**config.mk**
```make
export PLATFORM = sky130hd
export DESIGN_NAME = rmsm_back_flat
export DESIGN_NICKNAME = d
export VERILOG_FILES = /design/src/rtl/core/rmsm_pkg.sv /design/src/rtl/core/rmsm_out_if.sv /design/src/rtl/core/rmsm_back.sv /design/src/flat_wrapper.sv
export SDC_FILE = /design/constraint.sdc
export NUM_CORES = 2
export LEC_CHECK = 0
export BUFFER_PORTS_ARGS = -buffer_cell sky130_fd_sc_hd__clkbuf_2
export CAP_MARGIN = 15
export CORE_MARGIN = 4
export CORE_UTILIZATION = 55
export CTS_CLUSTER_DIAMETER = 120
export DETAILED_ROUTE_END_ITERATION = 8
export GPL_TIMING_DRIVEN = 0
export PLACE_DENSITY = 0.82
export SYNTH_ARGS = -nofsm -noshare
export SYNTH_HDL_FRONTEND = slang
export SYNTH_SLANG_ARGS = --single-unit
export TNS_END_PERCENT = 1
```
**constraint.sdc**
```tcl
create_clock -name clk -period 12.4 [get_ports clk]
set_input_delay 1.24 -clock clk [delete_from_list [all_inputs] [get_ports clk]]
set_output_delay 1.24 -clock clk [all_outputs]
set_load 0.02 [all_outputs]
```
**src/rtl/core/rmsm_pkg.sv**
```systemverilog
package rmsm_pkg;

    // Field widths
    localparam int SAMPLE_W = 16;
    localparam int RMS_W    = 31;
    localparam int SCALE_W  = 16;
    localparam int SHIFT_W  = 5;
    localparam int COUNT_W  = 16;
    localparam int OFF_W    = 33;   // Q16.16 offset with sign
    localparam int FRAC_Q   = 16;   // fraction bits of the offset
    localparam int FILT_SHIFT = 8;  // filtered value is Q.8
    localparam int SQ_W     = 48;   // square of a Q.8 value below 2^24
    localparam int SUM_W    = 64;
    localparam int ROOT_W   = 32;
    localparam int REM_W    = ROOT_W + 2;
    localparam int PROD_W   = ROOT_W + SCALE_W;

    // Output rounding and saturation
    localparam int ROUND_SHIFT = 8;
    localparam logic [RMS_W-1:0] RMS_MAX = {RMS_W{1'b1}};

    // Clamp limits of the shift registers
    localparam logic [SHIFT_W-1:0] WS_MIN = SHIFT_W'(1);
    localparam logic [SHIFT_W-1:0] WS_MAX = SHIFT_W'(16);
    localparam logic [SHIFT_W-1:0] OS_MIN = SHIFT_W'(4);
    localparam logic [SHIFT_W-1:0] OS_MAX = SHIFT_W'(16);

    // Register reset values
    localparam logic [SCALE_W-1:0] SCALE_RST = SCALE_W'(250);
    localparam logic [SHIFT_W-1:0] WS_RST    = SHIFT_W'(11);
    localparam logic [SHIFT_W-1:0] OS_RST    = SHIFT_W'(10);

    // APB register map
    localparam int APB_ADDR_W = 4;
    localparam int APB_DATA_W = 32;
    localparam int REG_IDX_W  = APB_ADDR_W - 2;
    localparam logic [REG_IDX_W-1:0] REG_SCALE        = REG_IDX_W'(0);
    localparam logic [REG_IDX_W-1:0] REG_WINDOW_SHIFT = REG_IDX_W'(1);
    localparam logic [REG_IDX_W-1:0] REG_OFFSET_SHIFT = REG_IDX_W'(2);

    localparam int QUEUE_DEPTH_DEF = 4;

    // Effective configuration seen by the datapath
    typedef struct packed {
        logic [SCALE_W-1:0] scale;
        logic [SHIFT_W-1:0] window_shift;
        logic [SHIFT_W-1:0] offset_shift;
    } cfg_t;

    // One closed window: the two sums of squares
    typedef struct packed {
        logic [SUM_W-1:0] sum_one;
        logic [SUM_W-1:0] sum_two;
    } window_t;

endpackage

```
**src/rtl/core/rmsm_out_if.sv**
```systemverilog
interface rmsm_out_if;
    logic                             valid;
    logic                             ready;
    logic [rmsm_pkg::RMS_W-1:0]       rms_ct1;
    logic [rmsm_pkg::RMS_W-1:0]       rms_ct2;

    modport source (output valid, output rms_ct1, output rms_ct2, input ready);
    modport sink   (input valid, input rms_ct1, input rms_ct2, output ready);
endinterface

```
**src/rtl/core/rmsm_back.sv**
```systemverilog
module rmsm_back (
    input  logic              clk,
    input  logic              rst_n,
    input  rmsm_pkg::cfg_t    cfg,
    input  logic              q_valid,
    input  rmsm_pkg::window_t q_data,
    output logic              pop,
    rmsm_out_if.source        results
);
    import rmsm_pkg::*;

    localparam int STEP_W = $clog2(ROOT_W);
    localparam int CAND_W = REM_W + 2;
    localparam int RND_W  = PROD_W + 1;
    localparam int SHR_W  = RND_W - ROUND_SHIFT;

    typedef enum logic [3:0] {
        B_IDLE = 4'b0001,
        B_ROOT = 4'b0010,
        B_MUL  = 4'b0100,
        B_OUT  = 4'b1000
    } bstate_t;

    bstate_t             state_reg;
    logic [STEP_W-1:0]   step_reg;
    logic [SUM_W-1:0]    v_reg [2];
    logic [REM_W-1:0]    rem_reg [2];
    logic [ROOT_W-1:0]   root_reg [2];
    logic [PROD_W-1:0]   prod_reg [2];
    logic                out_valid_reg;
    logic [RMS_W-1:0]    rms_reg [2];

    logic [CAND_W-1:0]   cand [2];
    logic [CAND_W-1:0]   trial [2];
    logic                ge [2];
    logic [CAND_W-1:0]   rem_next [2];
    logic [RND_W-1:0]    rnd [2];
    logic [SHR_W-1:0]    shr [2];
    logic [RMS_W-1:0]    rms_next [2];
    logic                out_free;

    assign pop      = (state_reg == B_IDLE) && q_valid;
    assign out_free = !out_valid_reg || results.ready;

    always_comb
    begin
        for (int c = 0; c < 2; c++)
        begin
            // one root digit per cycle
            cand[c]     = {rem_reg[c], v_reg[c][SUM_W-1:SUM_W-2]};
            trial[c]    = {2'b00, root_reg[c], 2'b01};
            ge[c]       = cand[c] >= trial[c];
            rem_next[c] = ge[c] ? cand[c] - trial[c] : cand[c];

            // round half up to units/256, then saturate
            rnd[c] = {1'b0, prod_reg[c]} + RND_W'(1 << (ROUND_SHIFT - 1));
            shr[c] = rnd[c][RND_W-1:ROUND_SHIFT];
            rms_next[c] = (|shr[c][SHR_W-1:RMS_W]) ? RMS_MAX : shr[c][RMS_W-1:0];
        end
    end

    always_ff @(posedge clk or negedge rst_n)
    begin
        if (!rst_n)
        begin
            state_reg     <= B_IDLE;
            step_reg      <= '0;
            out_valid_reg <= 1'b0;
        end
        else
        begin
            if ((state_reg == B_OUT) && out_free)
            begin
                out_valid_reg <= 1'b1;
            end
            else if (results.ready)
            begin
                out_valid_reg <= 1'b0;
            end
            unique case (state_reg)
                B_IDLE:
                begin
                    if (q_valid)
                    begin
                        step_reg  <= '0;
                        state_reg <= B_ROOT;
                    end
                end
                B_ROOT:
                begin
                    step_reg <= step_reg + 1'b1;
                    if (step_reg == STEP_W'(ROOT_W - 1))
                    begin
                        state_reg <= B_MUL;
                    end
                end
                B_MUL:
                begin
                    state_reg <= B_OUT;
                end
                B_OUT:
                begin
                    if (out_free)
                    begin
                        state_reg <= B_IDLE;
                    end
                end
                default:
                begin
                    state_reg <= B_IDLE;
                end
            endcase
        end
    end

    always_ff @(posedge clk)
    begin
        for (int c = 0; c < 2; c++)
        begin
            if (pop)
            begin
                v_reg[c]    <= (c == 0) ? q_data.sum_one >> cfg.window_shift
                                        : q_data.sum_two >> cfg.window_shift;
                rem_reg[c]  <= '0;
                root_reg[c] <= '0;
            end
            else if (state_reg == B_ROOT)
            begin
                v_reg[c]    <= {v_reg[c][SUM_W-3:0], 2'b00};
                rem_reg[c]  <= rem_next[c][REM_W-1:0];
                root_reg[c] <= {root_reg[c][ROOT_W-2:0], ge[c]};
            end
            if (state_reg == B_MUL)
            begin
                prod_reg[c] <= root_reg[c] * cfg.scale;
            end
            if ((state_reg == B_OUT) && out_free)
            begin
                rms_reg[c] <= rms_next[c];
            end
        end
    end

    assign results.valid   = out_valid_reg;
    assign results.rms_ct1 = rms_reg[0];
    assign results.rms_ct2 = rms_reg[1];

endmodule

```
**src/flat_wrapper.sv**
```systemverilog
// flat-port wrapper written by rule: the top's interface ports become plain ports
module rmsm_back_flat import rmsm_pkg::*;
  (clk, rst_n, cfg, q_valid, q_data, pop, results_valid, results_rms_ct1, results_rms_ct2, results_ready);
  rmsm_out_if results_i ();
  input  logic clk;
  input  logic rst_n;
  input  rmsm_pkg::cfg_t cfg;
  input  logic q_valid;
  input  rmsm_pkg::window_t q_data;
  output logic pop;
  output wire logic [$bits(results_i.valid)-1:0] results_valid;
  output wire logic [$bits(results_i.rms_ct1)-1:0] results_rms_ct1;
  output wire logic [$bits(results_i.rms_ct2)-1:0] results_rms_ct2;
  input wire logic [$bits(results_i.ready)-1:0] results_ready;
  assign results_valid = results_i.valid;
  assign results_rms_ct1 = results_i.rms_ct1;
  assign results_rms_ct2 = results_i.rms_ct2;
  assign results_i.ready = results_ready;
  rmsm_back u_core (.clk(clk), .rst_n(rst_n), .cfg(cfg), .q_valid(q_valid), .q_data(q_data), .pop(pop), .results(results_i));
endmodule
```
==> results.sh <==
export IMPL_min_period_ps=9350
export IMPL_final_max_slew_viol_count=0
export IMPL_vias=46000
export IMPL_crit_type="in -> reg"
export IMPL_grt_max_degree=140
export IMPL_grt_setup_unrepaired="no"
export IMPL_critPathMaxFanout=10
export IMPL_wirelength_mm=176
export IMPL_cts_root_buf="clkbuf_16"
export IMPL_first_global_vias=47600
export IMPL_holdBufCountCts=0
export IMPL_worstPathArrival_ps=9730
export IMPL_grt_pass1_wl_mm=272
export IMPL_drv_cap=0
export IMPL_routabilityCongestion=1.03
export IMPL_crit_top_cell="fa_1"
export IMPL_synth_area_top_cells="fa_1 (29%), edfxtp_1 (21%), ha_1 (6.6%), nand2_1 (6.3%), inv_1 (6.3%)"
export IMPL_cts_sinks=414
export IMPL_cts_tree="done"
export IMPL_setup_violations_final=0
export IMPL_initial_core_util=0.556
export IMPL_final_nets=7638
export IMPL_area_growth_pct=7.98
export IMPL_critical_path_top_delay_family="adder cells"
export IMPL_dieWidth_um=332
export IMPL_skew_ps=26.0
export IMPL_drive_gt1_frac=0.0779
export IMPL_rows=118
export IMPL_utilization=0.600
export IMPL_drtPass1Iterations=8
export IMPL_crit_path_max_incr_delay_ps=910
export IMPL_netlist_instances=6080
export IMPL_timing_final_crit_share=0.754
export IMPL_worst_hold_slack_ps=475
export IMPL_cp_required_ps=12770
export IMPL_synth_common_cells="nand2_1 (973), inv_1 (962), fa_1 (834)"
export IMPL_seq_area_frac_synth=0.214
export IMPL_relSlewSlack=0.152
export IMPL_ant_nets=0
export IMPL_ys_types=77
export IMPL_routed_via_density=5.93
export IMPL_cp_end_kind="flop"
export IMPL_ios=222
export IMPL_cts_buffers=47
export IMPL_yosysTopAreaCell="fa_1"
export IMPL_grt_ovfl_total=0
export IMPL_core_um2=104000
export IMPL_cts_resized=0
export IMPL_async_flop_share=0.0242
export IMPL_grt_use_total=0.318
export IMPL_syn_nets=7378
export IMPL_fmax_ghz=0.107
export IMPL_crit_buf_inv=6
export IMPL_yosysMostFrequentCell="nand2_1"
export IMPL_crit_chain="clkbuf_1, clkbuf_1, nand2_1, fa_1, inv_1, fa_1, fa_1, fa_1, fa_1, inv_1, fa_1, inv_1, ha_1, clkbuf_1, nand4_1, nor4_1, nor2b_1, o211ai_1, a21oi_1, nor2_1, o21a_1, a21oi_1, a221oi_1, xnor2_1"
export IMPL_crit_path_top_delay_cell="clkbuf_1"
export IMPL_grt_antenna_before_repair=20
export IMPL_ys_ff_latch=414
export IMPL_htreeDepth=2
export IMPL_cts_setup_buffers=0
export IMPL_place_port_buffers=196
export IMPL_path_clk_slew_ps=70
export IMPL_worstMarginPinSlew_ps=1270
export IMPL_clock_latency_ps=640
export IMPL_nFillCells=8673
export IMPL_yosysWarnings=0
export IMPL_synth_edff_count=402
export IMPL_fp_dieArea_um2=110000
export IMPL_drc_errors=0
export IMPL_ys_flop_type="edfxtp_1"
export IMPL_drt_iter0_drc=4488
export IMPL_start_kind="primary input"
export IMPL_hp_class="in -> async"
export IMPL_syn_area_per_cell_um2=9.50
export IMPL_hpwl_mm=143
export IMPL_status="complete, no violations"
export IMPL_routedWlPerCell_um=22.6
export IMPL_die_h_um=332
export IMPL_synth_top_area_share=0.289
export IMPL_synth_area_um2=57800
export IMPL_largest_reg_flops=128
export IMPL_hold_viol=0
export IMPL_clockBufferDepth=3
[worst reg2reg max path: stages (launching register included)]
cell	delay, ps
edfxtp_1	630
clkbuf_1	550
nand2_1	160
fa_1	550
inv_1	60
fa_1	490
fa_1	630
fa_1	470
fa_1	500
inv_1	50
fa_1	480
inv_1	50
ha_1	260
clkbuf_1	270
nand4_1	180
nor4_1	670
nor2b_1	220
o211ai_1	260
a21oi_1	380
nor2_1	120
o21a_1	260
a21oi_1	330
a221oi_1	170
xnor2_1	170
[layer usage]
metal	track usage	wire [um]	vias up
met1	0.402	64800	22800
met3	0.0750	18800	591
met5	0	131	-
met2	0.512	81400	2535
met4	0.165	10800	20
li1	-	-	20100
[cell type report]
type                       count  area, um^2  area share
inverter                     965        3630      0.0582
tap                         1380        1730      0.0277
sequential                   414       12400       0.198
clock buffer                  54        1230      0.0198
buffer                       341        1330      0.0212
timing repair buffer         211        1150      0.0184
antenna                       12        30.0    0.000482
multi-input combinational   4360       40500       0.649
clock inverter                34         447     0.00716
[per-stage QoR]
stage                     cell area [um^2]  setup TNS [ps]  setup WS (ps)  std cells
after global routing                 62300               0           2840       7764
after detailed placement             60700               0           2730       7671
after global placement               60500         -206580          -2510       7656
after CTS                            62300               0           3380       7759
after floorplan                      57800               0           2700       6080
final                                62400               0           3050       7771
[kinds of logic (layout without fill, tap and decap cells)]
logic type | Yosys count | after routing | synth area share
xor+xnor | 210 | 210 | 0.0318
simple gates | 2006 | 2006 | 0.159
other cells | 0 | 12 | 0
mux | 302 | 302 | 0.0773
fa+ha+maj | 1140 | 1140 | 0.355
buf+inv | 1306 | 1605 | 0.0857
compound gates | 702 | 702 | 0.0766
flops | 414 | 414 | 0.214
[final timing paths]
check / startpoint / slack, ps / cells past startpoint / end
hold / removal: rst_n / 470 / 1 / u_core.state_reg[1]
hold reg to reg: u_core.v_reg[1][1] / 480 / 2 / u_core.v_reg[1][1]
setup reg to reg: u_core.root_reg[1][11] / 4220 / 23 / u_core.prod_reg[0][91]
max in group asynchronous: rst_n / 11660 / 1 / u_core.state_reg[0]
setup / recovery: cfg[19] / 3050 / 24 / u_core.prod_reg[0][91]
min in group clk: u_core.v_reg[1][1] / 480 / 2 / u_core.v_reg[1][1]
[cells in the final DEF, fill, tap and decap left out, drive strengths merged, types with 28 or more instances in the layout]
master | Yosys | final
a211oi | 42 | 42
xnor2 | 112 | 112
o21ai | 180 | 180
nand2 | 973 | 973
nor3 | 32 | 32
nor2b | 35 | 35
mux2 | 51 | 51
and2 | 436 | 436
xor2 | 98 | 98
mux4 | 110 | 110
nand3 | 56 | 56
buf | 53 | 68
nand4 | 43 | 43
a21o | 72 | 72
a21oi | 219 | 219
a22o | 51 | 51
mux2i | 141 | 141
and3 | 28 | 28
ha | 306 | 306
clkbuf | 288 | 538
edfxtp | 402 | 402
inv | 964 | 969
nor2 | 347 | 347
fa | 834 | 834
Power is left out: the tool's default activity adds up to more than one toggle a clock period on the data nets, which glitch-free logic cannot reach.
