$ cat config.mk
export PLATFORM = sky130hd
export DESIGN_NAME = rmsm_front_flat
export DESIGN_NICKNAME = d
export VERILOG_FILES = /design/src/rtl/core/rmsm_pkg.sv /design/src/rtl/core/rmsm_in_if.sv /design/src/rtl/core/rmsm_front.sv /design/src/flat_wrapper.sv
export SDC_FILE = /design/constraint.sdc
export NUM_CORES = 2
export LEC_CHECK = 0
export CAP_MARGIN = 10
export CORE_UTILIZATION = 40
export CTS_BUF_LIST = sky130_fd_sc_hd__clkbuf_8
export CTS_CLUSTER_DIAMETER = 30
export DETAILED_ROUTE_END_ITERATION = 8
export DONT_BUFFER_PORTS = 1
export GPL_TIMING_DRIVEN = 0
export SLEW_MARGIN = 20
export SYNTH_ARGS = -nofsm -noshare
export SYNTH_HDL_FRONTEND = slang
export SYNTH_SLANG_ARGS = --single-unit
$ cat constraint.sdc
create_clock -name clk -period 12.65 [get_ports clk]
set_clock_uncertainty 0.15 [all_clocks]
set_input_delay 1.265 -clock clk [delete_from_list [all_inputs] [get_ports clk]]
set_output_delay 1.265 -clock clk [all_outputs]
set_load 0.02 [all_outputs]
$ cat src/rtl/core/rmsm_pkg.sv
package rmsm_pkg;

    // Field widths
    localparam int SAMPLE_W = 16;
    localparam int RMS_W    = 31;
    localparam int SCALE_W  = 16;
    localparam int SHIFT_W  = 5;
    localparam int COUNT_W  = 16;
    localparam int OFF_W    = 33;   // Q16.16 offset with sign
    localparam int FRAC_Q   = 16;   // fraction bits of the offset
    localparam int FILT_SHIFT = 8;  // filtered value is Q.8
    localparam int SQ_W     = 48;   // square of a Q.8 value below 2^24
    localparam int SUM_W    = 64;
    localparam int ROOT_W   = 32;
    localparam int REM_W    = ROOT_W + 2;
    localparam int PROD_W   = ROOT_W + SCALE_W;

    // Output rounding and saturation
    localparam int ROUND_SHIFT = 8;
    localparam logic [RMS_W-1:0] RMS_MAX = {RMS_W{1'b1}};

    // Clamp limits of the shift registers
    localparam logic [SHIFT_W-1:0] WS_MIN = SHIFT_W'(1);
    localparam logic [SHIFT_W-1:0] WS_MAX = SHIFT_W'(16);
    localparam logic [SHIFT_W-1:0] OS_MIN = SHIFT_W'(4);
    localparam logic [SHIFT_W-1:0] OS_MAX = SHIFT_W'(16);

    // Register reset values
    localparam logic [SCALE_W-1:0] SCALE_RST = SCALE_W'(250);
    localparam logic [SHIFT_W-1:0] WS_RST    = SHIFT_W'(11);
    localparam logic [SHIFT_W-1:0] OS_RST    = SHIFT_W'(10);

    // APB register map
    localparam int APB_ADDR_W = 4;
    localparam int APB_DATA_W = 32;
    localparam int REG_IDX_W  = APB_ADDR_W - 2;
    localparam logic [REG_IDX_W-1:0] REG_SCALE        = REG_IDX_W'(0);
    localparam logic [REG_IDX_W-1:0] REG_WINDOW_SHIFT = REG_IDX_W'(1);
    localparam logic [REG_IDX_W-1:0] REG_OFFSET_SHIFT = REG_IDX_W'(2);

    localparam int QUEUE_DEPTH_DEF = 4;

    // Effective configuration seen by the datapath
    typedef struct packed {
        logic [SCALE_W-1:0] scale;
        logic [SHIFT_W-1:0] window_shift;
        logic [SHIFT_W-1:0] offset_shift;
    } cfg_t;

    // One closed window: the two sums of squares
    typedef struct packed {
        logic [SUM_W-1:0] sum_one;
        logic [SUM_W-1:0] sum_two;
    } window_t;

endpackage

$ cat src/rtl/core/rmsm_in_if.sv
interface rmsm_in_if;
    logic                                 valid;
    logic                                 ready;
    logic signed [rmsm_pkg::SAMPLE_W-1:0] sample_ct1;
    logic signed [rmsm_pkg::SAMPLE_W-1:0] sample_ct2;

    modport source (output valid, output sample_ct1, output sample_ct2, input ready);
    modport sink   (input valid, input sample_ct1, input sample_ct2, output ready);
endinterface

$ cat src/rtl/core/rmsm_front.sv
module rmsm_front #(
    parameter int QUEUE_DEPTH = rmsm_pkg::QUEUE_DEPTH_DEF
) (
    input  logic                                 clk,
    input  logic                                 rst_n,
    rmsm_in_if.sink                              samples,
    input  rmsm_pkg::cfg_t                       cfg,
    input  logic [$clog2(QUEUE_DEPTH+1)-1:0]     q_count,
    output logic                                 push,
    output rmsm_pkg::window_t                    push_data
);
    import rmsm_pkg::*;

    localparam int CW  = $clog2(QUEUE_DEPTH + 1);
    localparam int XW  = OFF_W + 1;
    localparam int FW  = XW - FILT_SHIFT;
    localparam int SXW = XW - SAMPLE_W - FRAC_Q;

    logic                       accept;
    logic [CW:0]                committed;
    logic [COUNT_W:0]           taken;
    logic [COUNT_W:0]           limit;
    logic                       last_a;
    logic [COUNT_W-1:0]         count_reg;

    logic signed [SAMPLE_W-1:0] smp_a [2];
    logic signed [XW-1:0]       x_a [2];
    logic signed [XW-1:0]       off_ext [2];
    logic signed [XW-1:0]       diff_a [2];
    logic signed [XW-1:0]       step_a [2];
    logic signed [XW-1:0]       sum_a [2];
    logic signed [OFF_W-1:0]    off_reg [2];

    // stage one: sample held for the filter output
    logic                       s1_valid_reg;
    logic                       s1_last_reg;
    logic signed [SAMPLE_W-1:0] s1_smp_reg [2];

    logic signed [XW-1:0]       x_b [2];
    logic signed [XW-1:0]       diff_b [2];
    logic signed [FW-1:0]       f_b [2];
    logic signed [2*FW-1:0]     sq_b [2];

    // stage two: squares
    logic                       s2_valid_reg;
    logic                       s2_last_reg;
    logic [SQ_W-1:0]            s2_sq_reg [2];

    logic [SUM_W-1:0]           sum_reg [2];
    logic [SUM_W-1:0]           sum_add [2];

    // Hold off while every queue slot is claimed by a stored or in-flight window
    assign committed = {1'b0, q_count}
                     + (CW+1)'(s1_valid_reg & s1_last_reg)
                     + (CW+1)'(s2_valid_reg & s2_last_reg);
    assign samples.ready = committed < (CW+1)'(QUEUE_DEPTH);
    assign accept = samples.valid && samples.ready;

    assign taken  = {1'b0, count_reg} + (COUNT_W+1)'(1);
    assign limit  = {{COUNT_W{1'b0}}, 1'b1} << cfg.window_shift;
    assign last_a = taken >= limit;

    assign smp_a[0] = samples.sample_ct1;
    assign smp_a[1] = samples.sample_ct2;

    always_comb
    begin
        for (int c = 0; c < 2; c++)
        begin
            x_a[c]     = {{SXW{smp_a[c][SAMPLE_W-1]}}, smp_a[c], {FRAC_Q{1'b0}}};
            off_ext[c] = {off_reg[c][OFF_W-1], off_reg[c]};
            diff_a[c]  = x_a[c] - off_ext[c];
            step_a[c]  = diff_a[c] >>> cfg.offset_shift;
            sum_a[c]   = off_ext[c] + step_a[c];

            // off_reg already carries this item's offset
            x_b[c]    = {{SXW{s1_smp_reg[c][SAMPLE_W-1]}}, s1_smp_reg[c], {FRAC_Q{1'b0}}};
            diff_b[c] = x_b[c] - off_ext[c];
            f_b[c]    = diff_b[c][XW-1:FILT_SHIFT];
            sq_b[c]   = f_b[c] * f_b[c];

            sum_add[c] = sum_reg[c] + SUM_W'(s2_sq_reg[c]);
        end
    end

    always_ff @(posedge clk or negedge rst_n)
    begin
        if (!rst_n)
        begin
            count_reg    <= '0;
            s1_valid_reg <= 1'b0;
            s1_last_reg  <= 1'b0;
            s2_valid_reg <= 1'b0;
            s2_last_reg  <= 1'b0;
            for (int c = 0; c < 2; c++)
            begin
                off_reg[c] <= '0;
                sum_reg[c] <= '0;
            end
        end
        else
        begin
            s1_valid_reg <= accept;
            s1_last_reg  <= accept && last_a;
            s2_valid_reg <= s1_valid_reg;
            s2_last_reg  <= s1_valid_reg && s1_last_reg;
            if (accept)
            begin
                count_reg <= last_a ? '0 : taken[COUNT_W-1:0];
                for (int c = 0; c < 2; c++)
                begin
                    off_reg[c] <= sum_a[c][OFF_W-1:0];
                end
            end
            if (s2_valid_reg)
            begin
                for (int c = 0; c < 2; c++)
                begin
                    sum_reg[c] <= s2_last_reg ? '0 : sum_add[c];
                end
            end
        end
    end

    always_ff @(posedge clk)
    begin
        if (accept)
        begin
            for (int c = 0; c < 2; c++)
            begin
                s1_smp_reg[c] <= smp_a[c];
            end
        end
        if (s1_valid_reg)
        begin
            for (int c = 0; c < 2; c++)
            begin
                s2_sq_reg[c] <= sq_b[c][SQ_W-1:0];
            end
        end
    end

    assign push              = s2_valid_reg && s2_last_reg;
    assign push_data.sum_one = sum_add[0];
    assign push_data.sum_two = sum_add[1];

endmodule

$ cat src/flat_wrapper.sv
// flat-port wrapper written by rule: the top's interface ports become plain ports
module rmsm_front_flat import rmsm_pkg::*;
#(
    parameter int QUEUE_DEPTH = rmsm_pkg::QUEUE_DEPTH_DEF
)
  (clk, rst_n, cfg, q_count, push, push_data, samples_valid, samples_sample_ct1, samples_sample_ct2, samples_ready);
  rmsm_in_if samples_i ();
  input  logic clk;
  input  logic rst_n;
  input  rmsm_pkg::cfg_t cfg;
  input  logic [$clog2(QUEUE_DEPTH+1)-1:0] q_count;
  output logic push;
  output rmsm_pkg::window_t push_data;
  input wire logic [$bits(samples_i.valid)-1:0] samples_valid;
  input wire logic [$bits(samples_i.sample_ct1)-1:0] samples_sample_ct1;
  input wire logic [$bits(samples_i.sample_ct2)-1:0] samples_sample_ct2;
  output wire logic [$bits(samples_i.ready)-1:0] samples_ready;
  assign samples_i.valid = samples_valid;
  assign samples_i.sample_ct1 = samples_sample_ct1;
  assign samples_i.sample_ct2 = samples_sample_ct2;
  assign samples_ready = samples_i.ready;
  rmsm_front #(.QUEUE_DEPTH(QUEUE_DEPTH)) u_core (.clk(clk), .rst_n(rst_n), .samples(samples_i), .cfg(cfg), .q_count(q_count), .push(push), .push_data(push_data));
endmodule
==> flow_summary_export.csv <==
group,metric,value,unit
outcome,status,"complete, no violations",
logic_synthesis,mappedNetlistArea,0.0698,mm^2
placement,place_hpwl,187000,um
floorplanning,die_y,420,um
clock_tree,cts.sinks,340,
critical_path,cp-start-kind,"flip-flop",
clock_tree,tritoncts,"done",
floorplanning,rows,152,
logic_synthesis,synth-seq-cells,340,
detailed_routing,drc,0,
logic_synthesis,yosys.area.top_type_share,0.356,
clock_tree,path_clk_slew,60,ps
critical_path,r2r_end,"u_core.s2_sq_reg[0][94]",
logic_synthesis,syn-num-nets,9496,
logic_synthesis,ys_types,92,
critical_path,cp_data_required_time,13100,ps
critical_path,crit_family,"adder cells",
logic_synthesis,ys_async_sr_fraction,0.629,
floorplanning,io_pins,194,
detailed_routing,drt-total-wl,227000,um
logic_synthesis,synth-edff-count,126,
sta,setup_violations,0,
sta,slew_headroom,0.233,
final_layout,multi_input_comb_area,0.0540,mm^2
sta,period_minus_slack,12060,ps
sta,hold_viol_final,0,
logic_synthesis,yosys_warnings,0,
final_layout,drive_gt1_frac,0.0404,
detailed_routing,vias,55500,
sta,drv_slew,0,
logic_synthesis,synth_area_leaders,"fa_1 (36%), ha_1 (9.3%), inv_1 (8.3%), dfrtp_1 (7.7%), edfxtp_1 (5.4%)",
sta,setup_tns,0,ps
critical_path,endpoint_kind,"flip-flop",
floorplanning,die-area,0.176,mm^2
sta,rsz0062_at_grt,"false",
detailed_routing,dr.first_iter.drc_count,4375,
flow_run,cap_viol_max_count,0,
critical_path,critPathLaunch,"u_core.off_ext[9]",
critical_path,worstPathMaxFanout,10,
critical_path,reg2reg_from,"u_core.off_ext[9]",
global_routing,grt_pass1_wl,348000,um
critical_path,crit_buf_inv,6,
logic_synthesis,synthFlopType,"dfrtp_1",
clock_tree,clk_latency,880,ps
logic_synthesis,synth_top_area_cell,"fa_1",
global_routing,grt_max_degree,202,
critical_path,cp_slowest_cell,"a2111oi_0",
logic_synthesis,synthCells,7669,
floorplanning,die_w,420,um
global_routing,grt_pass1_vias,58300,
critical_path,cp_common_cell,"fa_1",
clock_tree,cts_made_buffers,107,
logic_synthesis,synth.yosys.seq_area_share,0.131,
final_layout,seq_area,0.00914,mm^2
logic_synthesis,postSynthAreaPerCell,9.11,um^2
global_routing,grt_overflow,0,
final_layout,syn_to_final_growth,8.74,%
floorplanning,initial_utilization,0.405,
final_layout,nNetsFinal,9614,
sta,fmax,0.0829,GHz
global_routing,grtUsageTotal,0.261,
clock_tree,root_buffer,"clkbuf_8",
logic_synthesis,synth_common_cells,"inv_1 (1549), fa_1 (1243), nor2_1 (729)",
clock_tree,htree_levels,3,
floorplanning,coreArea,0.172,mm^2
detailed_routing,avgRoutedWirePerCell,22.2,um
placement,place.gp.congestion,1.01,
critical_path,max_stage_delay,840,ps
detailed_routing,viasPerCell,5.44,
detailed_routing,dr.pass1.iters,8,
sta,tightestPinTransition,1150,ps
clock_tree,clockBufferDepth,3,
placement,port_buffers,0,
critical_path,worst_ep_arrival_time,12510,ps
detailed_routing,antenna_left,0,
critical_path,reg2reg_depth,31,
critical_path,r2r_setup_slack,590,ps
final_layout,largest_register_ff_count,128,
sta,fin_crit_sh,0.953,
final_layout,fill_cells,16800,
critical_path,crit_type,"flip-flop to flip-flop",
global_routing,antenna_found_initial,9,
logic_synthesis,synth_most_common_cell,"inv_1",
critical_path,crit_end,"u_core.s2_sq_reg[0][94]",
critical_path,crit_cells,31,
min_path,holdCritPathClass,"input pin to asynchronous set/reset pin",
==> per-layer routing <==
metal	up-vias	GRT usage	share of wire	routed length, um
li1	24900	-	-	-
met1	28000	0.344	0.42	95300
met2	2118	0.422	0.46	104000
met3	454	0.0585	0.084	19000
met4	8	0.0865	0.036	8150
met5	-	0	0.00021	48
==> cell families after synthesis <==
group                    Yosys count  synth area share
AO/OA/AOI/OAI                   1351             0.130
XOR/XNOR                         400            0.0503
adder cells (fa/ha/maj)         1763             0.450
buffers and inverters           1837            0.0987
flip-flops                       340             0.131
multiplexers                     122            0.0224
AND/OR/NAND/NOR                 1856             0.118
==> final cells by class <==
| cell class | count | area share |
|---|---|---|
| diodes | 5 | 0.000165 |
| plain buffers | 273 | 0.0135 |
| clock buffers | 127 | 0.0230 |
| clock inverters | 76 | 0.0139 |
| inverters | 1562 | 0.0772 |
| multi-input cells | 5492 | 0.711 |
| flip-flops and latches | 340 | 0.120 |
| well taps | 2310 | 0.0381 |
| repair buffers | 11 | 0.00282 |
==> worst min-delay path by stage <==
stage                                   start                  end  slack (ps)  cells past startpoint
after floorplan           u_core.sum_reg[109]  u_core.sum_reg[109]         300                      2
after global placement      u_core.sum_reg[0]    u_core.sum_reg[0]         330                      1
after detailed placement    u_core.sum_reg[0]    u_core.sum_reg[0]         340                      1
after CTS                               rst_n  u_core.count_reg[5]          70                      1
after global routing                    rst_n  u_core.count_reg[5]          90                      1
final                                   rst_n  u_core.count_reg[5]         140                      1
==> cell usage in the layout, fill, tap and decap left out, types with 38 or more instances in the layout <==
cell	netlist	routed
o21a_1	67	67
xnor2_1	262	248
inv_1	1549	1570
nor2b_1	51	51
a211oi_1	45	45
o21ai_0	256	256
nand4_1	39	39
mux2i_1	76	76
nor2_1	729	728
fa_1	1243	1242
ha_1	520	520
dfrtp_1	214	213
and3_1	60	60
edfxtp_1	126	126
o21bai_1	38	38
nand2b_1	55	55
nand2_1	605	605
a31oi_1	44	44
clkbuf_1	239	237
nor3_1	70	70
a22o_1	95	95
nand3_1	96	96
xor2_1	137	129
a21o_1	177	177
a21oi_1	314	314
clkbuf_8	0	127
==> per-stage QoR <==
step	utilization	hold slack, ps	setup WS, ps	area, um^2	std cells
2_1_floorplan	-	303	3050	69800	7669
4_1_cts	0.439	72.0	569	75800	10200
5_1_grt	0.440	94.5	88.9	75900	10200
3_3_place_gp	0.422	330	247	72700	9979
6_report	0.440	137	590	75900	10200
3_5_place_dp	0.423	338	626	73000	9985
==> repair_timing <==
action	4_1_cts	5_1_grt
endpoints found under the setup margin	0	1
endpoints found under the hold margin	201	4
hold buffers	2	1
resized for setup	0	2
setup buffers	0	0
Power is not shown: default switching activity piles up to over one toggle a cycle in this logic, so the estimate is an artifact.
