[src/rtl/core/rmsm_pkg.sv]
package rmsm_pkg;

    // Field widths
    localparam int SAMPLE_W = 16;
    localparam int RMS_W    = 31;
    localparam int SCALE_W  = 16;
    localparam int SHIFT_W  = 5;
    localparam int COUNT_W  = 16;
    localparam int OFF_W    = 33;   // Q16.16 offset with sign
    localparam int FRAC_Q   = 16;   // fraction bits of the offset
    localparam int FILT_SHIFT = 8;  // filtered value is Q.8
    localparam int SQ_W     = 48;   // square of a Q.8 value below 2^24
    localparam int SUM_W    = 64;
    localparam int ROOT_W   = 32;
    localparam int REM_W    = ROOT_W + 2;
    localparam int PROD_W   = ROOT_W + SCALE_W;

    // Output rounding and saturation
    localparam int ROUND_SHIFT = 8;
    localparam logic [RMS_W-1:0] RMS_MAX = {RMS_W{1'b1}};

    // Clamp limits of the shift registers
    localparam logic [SHIFT_W-1:0] WS_MIN = SHIFT_W'(1);
    localparam logic [SHIFT_W-1:0] WS_MAX = SHIFT_W'(16);
    localparam logic [SHIFT_W-1:0] OS_MIN = SHIFT_W'(4);
    localparam logic [SHIFT_W-1:0] OS_MAX = SHIFT_W'(16);

    // Register reset values
    localparam logic [SCALE_W-1:0] SCALE_RST = SCALE_W'(250);
    localparam logic [SHIFT_W-1:0] WS_RST    = SHIFT_W'(11);
    localparam logic [SHIFT_W-1:0] OS_RST    = SHIFT_W'(10);

    // APB register map
    localparam int APB_ADDR_W = 4;
    localparam int APB_DATA_W = 32;
    localparam int REG_IDX_W  = APB_ADDR_W - 2;
    localparam logic [REG_IDX_W-1:0] REG_SCALE        = REG_IDX_W'(0);
    localparam logic [REG_IDX_W-1:0] REG_WINDOW_SHIFT = REG_IDX_W'(1);
    localparam logic [REG_IDX_W-1:0] REG_OFFSET_SHIFT = REG_IDX_W'(2);

    localparam int QUEUE_DEPTH_DEF = 4;

    // Effective configuration seen by the datapath
    typedef struct packed {
        logic [SCALE_W-1:0] scale;
        logic [SHIFT_W-1:0] window_shift;
        logic [SHIFT_W-1:0] offset_shift;
    } cfg_t;

    // One closed window: the two sums of squares
    typedef struct packed {
        logic [SUM_W-1:0] sum_one;
        logic [SUM_W-1:0] sum_two;
    } window_t;

endpackage

[src/rtl/core/rmsm_regs.sv]
module rmsm_regs (
    input  logic                            clk,
    input  logic                            rst_n,
    input  logic                            psel,
    input  logic                            penable,
    input  logic                            pwrite,
    input  logic [rmsm_pkg::APB_ADDR_W-1:0] paddr,
    input  logic [rmsm_pkg::APB_DATA_W-1:0] pwdata,
    output logic [rmsm_pkg::APB_DATA_W-1:0] prdata,
    output logic                            pready,
    output rmsm_pkg::cfg_t                  cfg
);
    import rmsm_pkg::*;

    logic [SCALE_W-1:0]   scale_reg;
    logic [SHIFT_W-1:0]   ws_reg;
    logic [SHIFT_W-1:0]   os_reg;
    logic [REG_IDX_W-1:0] idx;
    logic                 wr_en;

    assign pready = 1'b1;
    assign idx    = paddr[APB_ADDR_W-1:2];
    assign wr_en  = psel && penable && pwrite && pready;

    always_ff @(posedge clk or negedge rst_n)
    begin
        if (!rst_n)
        begin
            scale_reg <= SCALE_RST;
            ws_reg    <= WS_RST;
            os_reg    <= OS_RST;
        end
        else if (wr_en)
        begin
            unique case (idx)
                REG_SCALE:        scale_reg <= pwdata[SCALE_W-1:0];
                REG_WINDOW_SHIFT: ws_reg    <= pwdata[SHIFT_W-1:0];
                REG_OFFSET_SHIFT: os_reg    <= pwdata[SHIFT_W-1:0];
                default:          ;
            endcase
        end
    end

    always_comb
    begin
        unique case (idx)
            REG_SCALE:        prdata = APB_DATA_W'(scale_reg);
            REG_WINDOW_SHIFT: prdata = APB_DATA_W'(ws_reg);
            REG_OFFSET_SHIFT: prdata = APB_DATA_W'(os_reg);
            default:          prdata = '0;
        endcase
    end

    // Clamp the shifts into their working ranges
    always_comb
    begin
        cfg.scale        = scale_reg;
        cfg.window_shift = (ws_reg < WS_MIN) ? WS_MIN : ((ws_reg > WS_MAX) ? WS_MAX : ws_reg);
        cfg.offset_shift = (os_reg < OS_MIN) ? OS_MIN : ((os_reg > OS_MAX) ? OS_MAX : os_reg);
    end

endmodule

[config.mk]
export PLATFORM = sky130hd
export DESIGN_NAME = rmsm_regs
export DESIGN_NICKNAME = d
export VERILOG_FILES = /design/src/rtl/core/rmsm_pkg.sv /design/src/rtl/core/rmsm_regs.sv
export SDC_FILE = /design/constraint.sdc
export NUM_CORES = 1
export LEC_CHECK = 0
export ABC_AREA = 0
export ABC_CLOCK_PERIOD_IN_PS = 2600
export BUFFER_PORTS_ARGS = -buffer_cell sky130_fd_sc_hd__buf_2
export CAP_MARGIN = 20
export CORE_UTILIZATION = 45
export DETAILED_ROUTE_END_ITERATION = 8
export PLACE_DENSITY_LB_ADDON = 0.3
export SLEW_MARGIN = 25
export SYNTH_ARGS = -nofsm -noshare
export SYNTH_HDL_FRONTEND = slang
export SYNTH_SLANG_ARGS = --single-unit
[constraint.sdc]
create_clock -name clk -period 2.6 [get_ports clk]
set_input_delay 0.65 -clock clk [delete_from_list [all_inputs] [get_ports clk]]
set_output_delay 0.65 -clock clk [all_outputs]
set_load 0.1 [all_outputs]
==> results of run 1 <==
cells by family after synthesis:
family	synth area share (%)
muxes	25.4
and+or+nand+nor	14.3
DFF	44.4
buffers and inverters	12.9
AOI/OAI and AO/OA	2.51
other	0.502
placed cells by master (no fill, tap or decap), types with 10 or more instances in the layout:
cell,count
and2_1,11
buf_12,16
buf_2,48
conb_1,17
dfrtp_1,15
dfstp_2,11
mux2_2,16
mux2_4,10
through the flow:
step | instances | hold WS (ns)
3_3_place_gp | 225 | 0.511
6_report | 229 | 0.313
5_1_grt | 229 | 0.341
2_1_floorplan | 138 | 0.354
3_5_place_dp | 225 | 0.513
4_1_cts | 229 | 0.325
synthesized netlist by cell type, types with 2 or more instances:
master	n
dfstp_2	11
mux2_2	16
clkbuf_1	3
and2_1	11
mux2i_1	5
nor3b_4	2
conb_1	2
nor2_1	5
dfrtp_1	15
o21ai_0	5
nor2b_1	5
inv_1	3
buf_4	17
mux2_4	10
buf_6	2
nand2_1	5
power by group through the flow:
stage	sequential, uW	combinational [uW]	clock (uW)
2_1_floorplan	1030	837	0
3_3_place_gp	612	1510	0
3_5_place_dp	621	1520	0
4_1_cts	616	1520	174
5_1_grt	631	1560	192
6_report	615	1520	169
final timing paths:
path,endpoint,slack (ns),cells after the start
max in group asynchronous,scale_reg[4],1.91,1
worst max register to register,ws_reg[4],1.74,1
worst max-delay path,prdata[7],0.15,4
worst min register to register,scale_reg[15],0.54,1
worst min-delay path,scale_reg[10],0.31,1
min in group clk,scale_reg[15],0.54,1
critical path: cells and delay by family:
kind	cells	cell delay, ns
buffers and inverters	2	0.38
AND/OR/NAND/NOR	2	0.76
final cells by class:
class | count | area share [%]
multi-input combinational | 86 | 35.1
sequential | 26 | 32.3
timing repair buffer | 66 | 28.0
tap | 44 | 2.68
clock buffer | 4 | 1.28
inverter | 3 | 0.548
metal layers:
metal	wire length, um	part of all wire, %
met2	1430	47
met1	1330	44
met5	0	0
met4	10	0.33
met3	278	9.1
==> reports/results.ini, run 1 <==
[global_routing]
antenna_found_initial=0
use_met3_pct=4.11
grt_pass1_wl_um=4900
grt_busiest_layer=met2
use_met1_pct=24.3
grt-ovfl-total=0
grtUsageMet2_pct=31.3
grt_pass1_vias=1016
grt_usage_pct=18.5
grt_max_degree=27

[timing]
setup_ws_ns=0.148
finalCritPeriodShare_pct=94.3
rsz0062_at_grt=false
tightest_slew_ns=0.601
max_slew_margin_pct=59.8
setup_viol=0
finalHoldViolations=0
finalSetupTns_ns=0
fin_skew_ns=0
period_minus_slack_ns=2.45
final_max_slew_viol_count=0
max_freq_ghz=0.408

[clock_network]
clock_latency_ns=0.31
cts_tree=yes
root_buffer=clkbuf_4
cts_resized=0
cts.sinks=26
h-tree-depth=1
clk_pin_slew_ns=0.13
clk_path_buf_depth=2
hold_buffers=0
post_cts_buffers=0
cts_buffers=3

[placed_design]
dp_hpwl_um=2480
place_congestion=0.804
dpl_cell_area_mm2=0.00203
portBuffers=64
pre_cts_slack_ns=0.118

[routing]
via_per_inst=4.62
vias=1059
firstDrtPassIters=4
drt-total-wl_um=3050
drtIter0Drc=14
wl_per_cell_um=13.3
drc_errors=0
ant_nets=0

[setup_path]
worstSetupPathType=primary input to output port
r2r-start=ws_reg[4]
cp.required_ns=1.95
crit_path_start=paddr[2]
slowest_delay_ns=0.50
worstPathCellList=buf_2 > nor2_1 > and2_1 > buf_12
arrival_ns=1.80
worstSetupStartpointType=primary input
cpMaxStageDelayCell=nor2_1
end_kind=output port
path_max_fanout=11

[die]
dieArea_mm2=0.00356
initial_core_util_pct=48.2
pin_count=100
die_h_um=59.7
row_count=20
core_mm2=0.00310
die_x_um=59.7

[power_and_ir_drop]
leakage_uw=0.000992
p_per_area_mw_per_mm2=1120
p_int_uw=908
sw_frac_of_total_pct=60.6
pwr-share-comb_pct=65.9
ir_worst_vdd_uv=559
clock_power_share_pct=7.4
p_switching_uw=1390
power_uw=2300
seqPwrFrac_pct=26.7

[cells_and_area]
n_antenna_cell=0
largest_register_ffs=16
layout.area.seq_um2=664
nets=227
multi_input_area_um2=722
drive_gt1_share_pct=62.2
final_util_pct=66.2
final_area_mm2=0.00205
area_growth_pct=37.3
nFillCells=247

[synthesis]
avgSynthCellArea_um2=12.2
synth_area_leader_cell=dfrtp_1
synth_area_mm2=0.00150
synthCells=123
synthArstFlopShare_pct=100
synth_top_cell_area_share_pct=25.1
yosysSeqAreaShare_pct=44.4
synth_cell_types=22
synthesis.yosys.warnings=0
ys.flop_type=dfrtp_1
synth.area.top_cells=dfrtp_1 (25%), dfstp_2 (19%), mux2_2 (12%)
synth_edf_count=0
synth-seq-cells=26

[job]
max_cap_violations=0

[hold_path]
min_path_type=primary input to async pin

[outcome]
outcome=completed

Power figures use the tool's default switching activity.
==> run 2: changes to the inputs <==
--- a/config.mk
+++ b/config.mk
@@ -5,11 +5,11 @@
 export SDC_FILE = /design/constraint.sdc
 export NUM_CORES = 1
 export LEC_CHECK = 0
-export ABC_AREA = 0
+export ABC_AREA = 1
 export ABC_CLOCK_PERIOD_IN_PS = 2600
 export BUFFER_PORTS_ARGS = -buffer_cell sky130_fd_sc_hd__buf_2
 export CAP_MARGIN = 20
-export CORE_UTILIZATION = 45
+export CORE_UTILIZATION = 44
 export DETAILED_ROUTE_END_ITERATION = 8
 export PLACE_DENSITY_LB_ADDON = 0.3
 export SLEW_MARGIN = 25
==> reports/results.ini, run 2 <==
[outcome]
outcome=completed  ; unchanged

[timing]
final_max_slew_viol_count=0  ; unchanged
setup_viol=0  ; unchanged
fin_skew_ns=0  ; unchanged
period_minus_slack_ns=2.24  ; was 2.45 ns
rsz0062_at_grt=false  ; unchanged
max_slew_margin_pct=62.4  ; was 59.8%
setup_ws_ns=0.363  ; was 0.148 ns
max_freq_ghz=0.447  ; was 0.408 GHz
finalCritPeriodShare_pct=86.1  ; was 94.3%
finalHoldViolations=0  ; unchanged
tightest_slew_ns=0.565  ; was 0.601 ns

[clock_network]
hold_buffers=0  ; unchanged
cts_buffers=3  ; unchanged
clk_pin_slew_ns=0.15  ; was 0.13 ns
cts_resized=0  ; unchanged
clk_path_buf_depth=2  ; unchanged
cts_tree=yes  ; unchanged
cts.sinks=26  ; unchanged
h-tree-depth=1  ; unchanged
post_cts_buffers=0  ; unchanged
root_buffer=clkbuf_4  ; unchanged
clock_latency_ns=0.31  ; about the same

[synthesis]
synth.area.top_cells=dfrtp_1 (25%), nand2_1 (25%), dfstp_2 (20%)  ; was dfrtp_1 (25%), dfstp_2 (19%), mux2_2 (12%)
avgSynthCellArea_um2=7.18  ; was 12.2 um^2
synthCells=205  ; was 123
synth-seq-cells=26  ; unchanged
synthArstFlopShare_pct=100  ; unchanged
synth_common_cells=nand2_1 (100), inv_1 (18), nor2_1 (18)  ; was buf_4 (17), mux2_2 (16), dfrtp_1 (15)
yosysSeqAreaShare_pct=45.1  ; was 44.4%
synthesis.yosys.warnings=0  ; unchanged
synth_top_cell_area_share_pct=25.5  ; was 25.1%
synth_cell_types=20  ; was 22
synth_edf_count=0  ; unchanged
synth_area_mm2=0.00147  ; was 0.00150 mm^2
ys.flop_type=dfrtp_1  ; unchanged
yosys.cell_count.top_type=nand2_1  ; was buf_4
synth_area_leader_cell=dfrtp_1  ; unchanged

[placed_design]
portBuffers=64  ; unchanged
place_congestion=0.814  ; was 0.804
dp_hpwl_um=2690  ; was 2480 um
dpl.cell_count=306  ; was 225
dpl_cell_area_mm2=0.00202  ; was 0.00203 mm^2
pre_cts_slack_ns=0.441  ; was 0.118 ns

[job]
max_cap_violations=0  ; unchanged

[die]
pin_count=100  ; unchanged
core_mm2=0.00310  ; unchanged
dieArea_mm2=0.00358  ; was 0.00356 mm^2
initial_core_util_pct=47.5  ; was 48.2%
die_x_um=59.9  ; was 59.7 um
row_count=20  ; unchanged
die_h_um=59.9  ; was 59.7 um

[routing]
drc_errors=0  ; unchanged
firstDrtPassIters=4  ; unchanged
vias=1378  ; was 1059
ant_nets=0  ; unchanged
via_per_inst=4.45  ; was 4.62
drtIter0Drc=77  ; was 14
wl_per_cell_um=11.0  ; was 13.3 um
drt-total-wl_um=3410  ; was 3050 um

[global_routing]
grt_pass1_vias=1112  ; was 1016
grt-ovfl-total=0  ; unchanged
grt_usage_pct=19.7  ; was 18.5%
antenna_found_initial=0  ; unchanged
grt_pass1_wl_um=5280  ; was 4900 um
grt_max_degree=27  ; unchanged

[power_and_ir_drop]
p_per_area_mw_per_mm2=1030  ; was 1120 mW/mm^2
ir_worst_vdd_uv=590  ; was 559 uV
leakage_uw=0.00113  ; was 0.000992 uW

[setup_path]
path_max_fanout=5  ; was 11
cpMaxStageDelayCell=dfstp_2  ; was nor2_1
slowest_delay_ns=0.59  ; was 0.50 ns
worstSetupPathType=flip-flop to output port  ; was primary input to output port
critPathTopFamily=flip-flops  ; was simple AND/OR/NAND/NOR gates
crit_cells=3  ; was 4
cp.required_ns=1.95  ; about the same
worstPathCellList=nor2_1 > nor3b_1 > buf_2  ; was buf_2 > nor2_1 > and2_1 > buf_12
arrival_ns=1.59  ; was 1.80 ns
reg2reg_depth=2  ; was 1
worstSetupStartpointType=flip-flop  ; was primary input
end_kind=output port  ; unchanged
cp_num_buf_inv=1  ; was 2

[cells_and_area]
finalNonFillerCells=310  ; was 229
final_area_mm2=0.00205  ; about the same
nets=308  ; was 227
final_common_cell=nand2_1  ; was buf_2
largest_register_ffs=16  ; unchanged
drive_gt1_share_pct=37.6  ; was 62.2%
n_antenna_cell=0  ; unchanged
area_growth_pct=39.3  ; was 37.3%
final_util_pct=66.1  ; was 66.2%
mostFrequentLayoutCells=nand2_1 (100), buf_2 (48), inv_1 (18)  ; was buf_2 (48), conb_1 (17), mux2_2 (16), buf_12 (16), dfrtp_1 (15)

[hold_path]
min_path_type=primary input to async pin  ; unchanged

run 2: changes by cell type after synthesis, sizes merged, moves of 5 or more:
cell / previous run / this run
and2: 11 / 0
inv: 3 / 19
mux2: 26 / 0
mux2i: 5 / 0
nand2: 5 / 102
nand3: 1 / 6
nor2: 5 / 21
nor2b: 5 / 0
o21ai: 5 / 0
run 2: path summary, 6_finish.rpt:
path	from	to	slack (ns)
max in group asynchronous	rst_n	scale_reg[1]	1.91
min	rst_n	scale_reg[11]	0.29
min in group clk	scale_reg[4]	scale_reg[4]	0.48
min reg2reg	scale_reg[4]	scale_reg[4]	0.48
max	os_reg[3]	cfg[1]	0.36
max reg2reg	ws_reg[0]	ws_reg[0]	1.83
run 2: layer usage:
metal  part of all wire, %  vias up  wire (um)  global-route usage [%]
met4                  0.76        0         26                    4.32
met5                     0        -          0                       0
met3                   6.7        4        227                    2.81
met1                    41      618       1380                    27.7
met2                    52       61       1770                    32.2
li1                      -      695          -                       -
run 2: cells by family after synthesis:
logic type	after synthesis	share of synthesized area (%)
other cells	2	0.510
compound gates	5	2.21
simple gates	131	36.3
buf+inv	41	15.9
flops	26	45.1
run 2: area by class of cell:
| class | instances | area, um^2 |
|---|---|---|
| clock buffers | 4 | 26.3 |
| fillers | 288 | 1050 |
| inverters | 19 | 71.3 |
| multi-input cells | 153 | 673 |
| flip-flops and latches | 26 | 664 |
| well taps | 44 | 55.1 |
| repair buffers | 64 | 561 |
run 2: power by group:
part | total [uW] | switching (uW) | internal [uW]
registers | 594 | 81.2 | 513
clock network | 181 | 121 | 60.0
logic | 1340 | 1100 | 234
total | 2110 | 1310 | 807
run 2: stage by stage:
| stage | setup TNS (ns) | power (uW) | hold WS (ns) |
|---|---|---|---|
| 2_1_floorplan | -1.69 | 1710 | 0.354 |
| 3_3_place_gp | 0 | 1930 | 0.456 |
| 3_5_place_dp | 0 | 1940 | 0.464 |
| 4_1_cts | 0 | 2120 | 0.309 |
| 5_1_grt | 0 | 2190 | 0.321 |
| 6_report | 0 | 2110 | 0.290 |
